File: src/rtl/unique_append_set_table_core_assert.svh
// ----------------------------------------------------------------------------
// unique_append_set_table_core assertion macros
// Concurrent checks on i_clk, disabled while i_rst_n is low.
// ----------------------------------------------------------------------------
`ifndef UNIQUE_APPEND_SET_TABLE_CORE_ASSERT_SVH
`define UNIQUE_APPEND_SET_TABLE_CORE_ASSERT_SVH

// same-cycle implication
`define UAST_ASSERT_NOW(lbl, ante, cons, msg) \
    lbl: assert property (@(posedge i_clk) disable iff (!i_rst_n) \
        (ante) |-> (cons)) else $error(msg);

// next-cycle implication
`define UAST_ASSERT_NEXT(lbl, ante, cons, msg) \
    lbl: assert property (@(posedge i_clk) disable iff (!i_rst_n) \
        (ante) |=> (cons)) else $error(msg);

`endif

File: src/rtl/uast_pkg.sv
// ----------------------------------------------------------------------------
// uast_pkg
// Shared constants and types of the append-only unique key table.
// ----------------------------------------------------------------------------
package uast_pkg;

    localparam int CAPACITY_DEF = 16;
    localparam int KEY_BITS_DEF = 32;

    localparam int ITEM_W = 32;
    localparam int IDX_W  = 4;
    localparam int CNT_W  = 5;
    localparam int WIDE_W = 64;

    typedef enum logic [1:0] {
        CMD_ADD  = 2'd0,
        CMD_TEST = 2'd1,
        CMD_READ = 2'd2
    } t_cmd;

    typedef enum logic [1:0] {
        ST_IDLE,
        ST_SCAN,
        ST_READ
    } t_state;

endpackage

File: src/rtl/uast_ram.sv
// ----------------------------------------------------------------------------
// uast_ram
// Generic simple dual-port RAM, one write and one registered read port.
// ----------------------------------------------------------------------------
module uast_ram #(
    parameter int WIDTH = 32,
    parameter int DEPTH = 16
) (
    input  logic                     i_clk,
    input  logic                     i_we,
    input  logic [$clog2(DEPTH)-1:0] i_waddr,
    input  logic [WIDTH-1:0]         i_wdata,
    input  logic                     i_re,
    input  logic [$clog2(DEPTH)-1:0] i_raddr,
    output logic [WIDTH-1:0]         o_rdata
);

    logic [WIDTH-1:0] r_mem [DEPTH];
    logic [WIDTH-1:0] r_rdata;

    always_ff @(posedge i_clk) begin
        if (i_we) begin
            r_mem[i_waddr] <= i_wdata;
        end
        if (i_re) begin
            r_rdata <= r_mem[i_raddr];
        end
    end

    assign o_rdata = r_rdata;

endmodule

File: src/rtl/unique_append_set_table_core.sv
// ----------------------------------------------------------------------------
// unique_append_set_table_core
// Append-only table of distinct nonzero keys with add, test and read commands.
// ----------------------------------------------------------------------------
// A command transfer happens on a rising edge with start high and busy low;
// i_command, i_item_key and i_read_index are sampled there. busy stays high
// while the command is worked on. The result shows for one cycle with o_done
// high; the receiver cannot stall, so it must take it in that cycle.
// o_entry_count gives the count after the command.
// Path from transfer to o_done:
//   null key, read beyond the count, unused code: result registered at the transfer
//   read within the count: key RAM read, then ST_READ registers the result
//   add or test: ST_SCAN compares the stored keys in turn, up to the count
// The key scan reads one entry per cycle through the single read port of the
// key RAM and stops early on a match. A command can be taken again in the
// cycle o_done is high.
// Synchronous reset empties the table;
// RAM contents are kept but only entries below the count are ever read.
// ----------------------------------------------------------------------------
module unique_append_set_table_core #(
    parameter int CAPACITY = uast_pkg::CAPACITY_DEF,
    parameter int KEY_BITS = uast_pkg::KEY_BITS_DEF
) (
    input  logic                        i_clk,
    input  logic                        i_rst_n,
    input  logic                        start,
    output logic                        busy,
    input  logic [1:0]                  i_command,
    input  logic [uast_pkg::ITEM_W-1:0] i_item_key,
    input  logic [uast_pkg::IDX_W-1:0]  i_read_index,
    output logic                        o_done,
    output logic                        o_result_flag,
    output logic [uast_pkg::ITEM_W-1:0] o_read_value,
    output logic [uast_pkg::CNT_W-1:0]  o_entry_count,
    output logic                        o_table_full
);

    `include "unique_append_set_table_core_assert.svh"

    localparam int AW    = $clog2(CAPACITY);
    localparam int CW    = $clog2(CAPACITY + 1);
    localparam int XW    = (CW > uast_pkg::IDX_W) ? CW : uast_pkg::IDX_W;
    localparam int WW    = uast_pkg::WIDE_W;
    localparam int CNTW  = uast_pkg::CNT_W;

    uast_pkg::t_state      r_state, n_state;
    uast_pkg::t_cmd        r_cmd, n_cmd;
    logic [KEY_BITS-1:0]   r_key, n_key;
    logic [CW-1:0]         r_ptr, n_ptr;
    logic                  r_pend, n_pend;
    logic [CW-1:0]         r_count, n_count;
    logic                  r_done, n_done;
    logic                  r_flag, n_flag;
    logic [uast_pkg::ITEM_W-1:0] r_value, n_value;
    logic                  r_full, n_full;

    logic [WW-1:0]         w_key64;
    logic [KEY_BITS-1:0]   w_key_in;
    logic [XW-1:0]         w_idx_x;
    logic                  w_idx_ok;
    logic                  w_re, w_we;
    logic [AW-1:0]         w_raddr, w_waddr;
    logic [KEY_BITS-1:0]   w_wdata, w_rdata;
    logic [WW-1:0]         w_rd64;
    logic                  w_hit;

    assign w_key64  = WW'(i_item_key);
    assign w_key_in = w_key64[KEY_BITS-1:0];
    assign w_idx_x  = XW'(i_read_index);
    assign w_idx_ok = w_idx_x < XW'(r_count);
    assign w_rd64   = WW'(w_rdata);
    assign w_hit    = r_pend && (w_rdata == r_key);

    uast_ram #(
        .WIDTH(KEY_BITS),
        .DEPTH(CAPACITY)
    ) u_keys (
        .i_clk  (i_clk),
        .i_we   (w_we),
        .i_waddr(w_waddr),
        .i_wdata(w_wdata),
        .i_re   (w_re),
        .i_raddr(w_raddr),
        .o_rdata(w_rdata)
    );

    always_ff @(posedge i_clk) begin
        if (!i_rst_n) begin
            r_state <= uast_pkg::ST_IDLE;
            r_count <= '0;
            r_pend  <= 1'b0;
            r_done  <= 1'b0;
        end else begin
            r_state <= n_state;
            r_count <= n_count;
            r_pend  <= n_pend;
            r_done  <= n_done;
        end
    end

    always_ff @(posedge i_clk) begin
        r_cmd   <= n_cmd;
        r_key   <= n_key;
        r_ptr   <= n_ptr;
        r_flag  <= n_flag;
        r_value <= n_value;
        r_full  <= n_full;
    end

    always_comb begin
        n_state = r_state;
        n_cmd   = r_cmd;
        n_key   = r_key;
        n_ptr   = r_ptr;
        n_pend  = 1'b0;
        n_count = r_count;
        n_done  = 1'b0;
        n_flag  = r_flag;
        n_value = r_value;
        n_full  = r_full;
        w_re    = 1'b0;
        w_raddr = r_ptr[AW-1:0];
        w_we    = 1'b0;
        w_waddr = r_count[AW-1:0];
        w_wdata = r_key;
        case (r_state)
            uast_pkg::ST_IDLE: begin
                if (start) begin
                    n_key = w_key_in;
                    n_ptr = '0;
                    n_cmd = uast_pkg::t_cmd'(i_command);
                    case (uast_pkg::t_cmd'(i_command))
                        uast_pkg::CMD_ADD, uast_pkg::CMD_TEST: begin
                            if (w_key_in == '0) begin
                                n_done  = 1'b1;
                                n_flag  = 1'b0;
                                n_value = '0;
                                n_full  = 1'b0;
                            end else begin
                                n_state = uast_pkg::ST_SCAN;
                            end
                        end
                        uast_pkg::CMD_READ: begin
                            if (w_idx_ok) begin
                                w_re    = 1'b1;
                                w_raddr = w_idx_x[AW-1:0];
                                n_state = uast_pkg::ST_READ;
                            end else begin
                                n_done  = 1'b1;
                                n_flag  = 1'b0;
                                n_value = '0;
                                n_full  = 1'b0;
                            end
                        end
                        default: begin
                            n_done  = 1'b1;
                            n_flag  = 1'b0;
                            n_value = '0;
                            n_full  = 1'b0;
                        end
                    endcase
                end
            end
            uast_pkg::ST_SCAN: begin
                if (w_hit || (r_ptr == r_count)) begin
                    // scan over: hit, or last compare failed / table empty
                    n_done  = 1'b1;
                    n_value = '0;
                    n_state = uast_pkg::ST_IDLE;
                    if (r_cmd == uast_pkg::CMD_TEST) begin
                        n_flag = w_hit;
                        n_full = 1'b0;
                    end else if (w_hit) begin
                        n_flag = 1'b0;
                        n_full = 1'b0;
                    end else if (r_count < CW'(CAPACITY)) begin
                        w_we    = 1'b1;
                        n_count = r_count + 1'b1;
                        n_flag  = 1'b1;
                        n_full  = 1'b0;
                    end else begin
                        n_flag = 1'b0;
                        n_full = 1'b1;
                    end
                end else begin
                    w_re   = 1'b1;
                    n_ptr  = r_ptr + 1'b1;
                    n_pend = 1'b1;
                end
            end
            uast_pkg::ST_READ: begin
                n_done  = 1'b1;
                n_flag  = 1'b1;
                n_value = w_rd64[uast_pkg::ITEM_W-1:0];
                n_full  = 1'b0;
                n_state = uast_pkg::ST_IDLE;
            end
            default: begin
                n_state = uast_pkg::ST_IDLE;
            end
        endcase
    end

    assign busy          = (r_state != uast_pkg::ST_IDLE);
    assign o_done        = r_done;
    assign o_result_flag = r_flag;
    assign o_read_value  = r_value;
    assign o_entry_count = CNTW'(r_count);
    assign o_table_full  = r_full;

    `UAST_ASSERT_NEXT(a_accept_progress, start && !busy, busy || o_done, "transfer lost")
    `UAST_ASSERT_NOW(a_full_refused, o_done && o_table_full,
        (r_count == CW'(CAPACITY)) && !o_result_flag, "full flag with room")
    `UAST_ASSERT_NOW(a_value_flagged, o_done && (o_read_value != '0), o_result_flag, "value without flag")

endmodule

File: config.mk
export PLATFORM = sky130hd
export DESIGN_NAME = unique_append_set_table_core
export DESIGN_NICKNAME = d
export VERILOG_FILES = /design/src/rtl/uast_pkg.sv /design/src/rtl/uast_ram.sv /design/src/rtl/unique_append_set_table_core.sv
export VERILOG_INCLUDE_DIRS = /design/src /design/src/rtl
export SDC_FILE = /design/constraint.sdc
export NUM_CORES = 1
export LEC_CHECK = 0
export ABC_AREA = 1
export ABC_CLOCK_PERIOD_IN_PS = 8500
export BUFFER_PORTS_ARGS = -buffer_cell sky130_fd_sc_hd__clkbuf_2
export CORE_MARGIN = 5
export CORE_UTILIZATION = 50
export CTS_CLUSTER_DIAMETER = 200
export CTS_CLUSTER_SIZE = 16
export DETAILED_ROUTE_END_ITERATION = 12
export PLACE_DENSITY = 0.66
export SLEW_MARGIN = 20
export SYNTH_ARGS = -nofsm -noshare
export SYNTH_HDL_FRONTEND = slang
export SYNTH_HIERARCHICAL = 1
export SYNTH_SLANG_ARGS = --single-unit
File: constraint.sdc
create_clock -name i_clk -period 8.5 [get_ports i_clk]
set_input_delay 1.7 -clock i_clk [delete_from_list [all_inputs] [get_ports i_clk]]
set_output_delay 1.7 -clock i_clk [all_outputs]
set_load 0.005 [all_outputs]
==> metrics.md <==
| Metric | Value |
|---|---|
| Slowest cell delay on critical path | `0.91 ns` |
| Syn-to-layout area delta | `8.11%` |
| Ys async rst share | `0%` |
| Crit path DAT | `5.69 ns` |
| Longest Clk Path Bufs | `3` |
| Crit end category | `register` |
| Filler Cell Count | `4536` |
| Worst setup SP type | `primary input` |
| Placed cell areas | `28400 sq um` |
| Count leader, synth | `nand2_1` |
| Setup ws final | `3.15 ns` |
| Cell mode on critical path | `nand2_1` |
| CTS resizes | `0` |
| Slew @ Worst Pin | `1.12 ns` |
| Core area | `54100 sq um` |
| Total clock sinks | `626` |
| Total leakage power | `12.8 nW` |
| Layout cells sized above 1 | `7.66%` |
| Worst EP required | `8.85 ns` |
| Fin. max-slew vios | `0` |
| Final net count | `2746` |
| CTS Hold Bufs | `0` |
| Final setup viols | `0` |
| Minimum clock period | `5.35 ns` |
| Hold Path Class | `register to register` |
| Internal power | `5.66 mW` |
| CTS tree | `yes` |
| Starting Density | `50.7%` |
| F_max | `0.187 GHz` |
| Ports | `82` |
| Net Sw Power | `3.32 mW` |
| Critical Path, Cell by Cell | `clkbuf_2 > ha_1 > nand2_1 > inv_1 > o21ai_0 > and3_1 > nand2_1 > nor2_2 > inv_1 > o21ai_4 > buf_4 > buf_4 > nand2_1 > nand3_1 > nand3_1 > nand3_1 > nand2_1` |
| Initial antenna violation count | `1` |
| Design area | `29700 sq um` |
| Register bit total from synthesis | `626` |
| Main synth FF type | `edfxtp_1` |
| Clock skew | `0.0269 ns` |
| Mapped cell area | `27400 sq um` |
| Vias per cell | `5.37` |
| Pwr Density | `303 nW/um^2` |
| DR iter-0 viols | `1913` |
| DR WL/cell | `20.7 microns` |
| Vias in the first global route | `17100` |
| Post-synth top area cell | `edfxtp_1` |
| Die height | `244 microns` |
| Maxcap violations | `0` |
| Post-DP HPWL | `39100 microns` |
| Syn_nets | `2694` |
| FF-to-FF path depth | `17` |
| Worst-path fanout max | `97` |
| Gpl congestion | `0.896` |
| Max_slew headroom | `25.4%` |
| Status | `completed` |
| Diode count | `0` |
| Htree depth | `2` |
| Switching Share | `37.0%` |
| Fin. Hold Viols | `0` |
| Root buf cell | `clkbuf_16` |
| Seq pwr share | `47.3%` |
| Clk_lat worst skew | `0.61 ns` |
| Post-Route WL | `70600 microns` |
| Number of synthesized flops with an enable pin | `617` |
| Register area share after synthesis | `68.2%` |
| CP max-delay cell | `buf_4` |
| Synth warnings | `6` |
| Synth area leaders | `edfxtp_1, nand2_1, nand3_1` |
| Clock power frac | `22.2%` |
| Peak supply drop | `0.283 mV` |
| Min-Delay Path Depth | `2` |
| Avg Inst Size Synth | `10.4 sq um` |
| Post-Syn Instances | `2644` |
| GRT overflow | `0` |
| Combinational fraction of design power | `30.5%` |
| IO Port Bufs | `81` |
| DRC | `0` |
| Tcrit/Tclk final | `62.9%` |
| Row Count | `85` |
| RSZ-0062 raised after global routing | `false` |
| Dpl ws | `2.65 ns` |
| Post-CTS setup buffer count | `0` |
| GRT Util Overall | `23.3%` |
| Drt pass-1 iters | `5` |
| Pin count of the biggest net entering global routing | `139` |
| Die width | `244 microns` |
| R2R Setup Slk | `3.68 ns` |
| Clock slew at reported path FFs | `0.08 ns` |
| DR vias | `18300` |
| Post-route ant nets | `0` |
| CTS Buf Count | `45` |
| Global-route wire length before repair | `105000 microns` |
| Share of the synthesized area in the top cell type | `67.5%` |
| Library cells used by synthesis | `39` |
| Kind of critical path | `primary input to register` |
| Full die area | `59700 sq um` |
| Synth cell count leaders | `nand2_1, edfxtp_1, inv_1, nand3_1, nor2_1` |
| Post-route setup TNS | `0 ns` |
## stage by stage
stage          hold WS, ns  power, mW  std cells  util, %
6_report             0.574       8.99       3411     54.8
5_1_grt              0.591       9.48       3411     54.8
4_1_cts              0.567       8.98       3410     54.8
3_5_place_dp         0.554       7.01       3344     52.5
3_3_place_gp         0.530       6.95       3344     52.5
2_1_floorplan        0.503       6.18       2644        -
## flip-flops by register name (all words and copies together), names as in the netlist
| signal | count |
|---|---|
| u_keys/r_mem | 512 |
| o_read_value | 32 |
| r_key | 32 |
| u_keys/o_rdata | 32 |
| o_entry_count | 5 |
| r_ptr | 5 |
| r_cmd | 2 |
| r_state | 2 |
| o_done | 1 |
| o_result_flag | 1 |
| o_table_full | 1 |
| r_pend | 1 |
## power groups by stage
| stage | logic, mW | registers, mW | clock network (mW) |
|---|---|---|---|
| 6_report | 2.74 | 4.25 | 2.00 |
| 5_1_grt | 3.04 | 4.28 | 2.16 |
| 2_1_floorplan | 2.03 | 4.14 | 0 |
| 3_3_place_gp | 2.65 | 4.29 | 0 |
| 3_5_place_dp | 2.70 | 4.31 | 0 |
| 4_1_cts | 2.72 | 4.24 | 2.03 |
## worst max-delay path: cells and delay by family
family | cells | cell delay, ns
buffers and inverters | 5 | 1.94
AND/OR/NAND/NOR | 9 | 1.28
AO/OA/AOI/OAI | 2 | 0.33
adder cells (fa/ha/maj) | 1 | 0.31
## kinds of logic after synthesis
family / Yosys count / share of synthesized area (%)
buffers and inverters: 610 / 9.54
and+or+nand+nor: 1365 / 20.9
xor gates and xnor gates: 16 / 0.565
DFF: 626 / 68.2
AOI/OAI and AO/OA: 18 / 0.369
adders and majority gates: 9 / 0.410
## final timing paths
kind                                      start                           end
hold / removal          r_state[1]$_SDFFE_PN0P_       r_state[1]$_SDFFE_PN0P_
hold reg to reg         r_state[1]$_SDFFE_PN0P_       r_state[1]$_SDFFE_PN0P_
setup / recovery                i_read_index[2]  u_keys/o_rdata[17]$_DFFE_PP_
setup reg to reg  o_entry_count[2]$_SDFFE_PN0P_  u_keys/o_rdata[17]$_DFFE_PP_
## cells in the final DEF (no fill, tap or decap), types with 4 or more instances in the layout
| cell | Yosys | layout |
|---|---|---|
| nand2_1 | 858 | 855 |
| edfxtp_1 | 617 | 617 |
| inv_1 | 488 | 487 |
| nand3_1 | 397 | 397 |
| clkbuf_2 | 0 | 81 |
| nor2_1 | 84 | 68 |
| clkbuf_16 | 0 | 45 |
| buf_4 | 9 | 32 |
| nor2_4 | 1 | 17 |
| clkbuf_1 | 13 | 17 |
| ha_1 | 9 | 9 |
| dfxtp_1 | 9 | 9 |
| xnor2_1 | 8 | 8 |
| nand4_1 | 7 | 7 |
| a21oi_1 | 7 | 7 |
| xor2_1 | 6 | 6 |
| inv_2 | 6 | 5 |
| clkinv_1 | 5 | 5 |
| o21ai_0 | 5 | 4 |
| nor2_2 | 4 | 4 |
## routing by layer
metal	GRT usage, %	vias to the layer above	routed length [microns]
li1	-	8562	-
met1	34.0	8785	29600
met2	36.7	838	32800
met3	3.85	132	6290
met4	6.47	0	1900
met5	0	-	0
## final cells by class
class                           instances  area (sq um)  area share [%]
Sequential cell                       626         18700            63.0
Timing Repair Buffer                  114           673            2.27
Clock inverter                          4          57.6           0.194
Clock buffer                           62          1190            4.01
Multi-Input combinational cell       1408          6270            21.1
Inverter                              501          1900            6.40
Tap cell                              696           871            2.93
(Power assumes the default switching activity.)
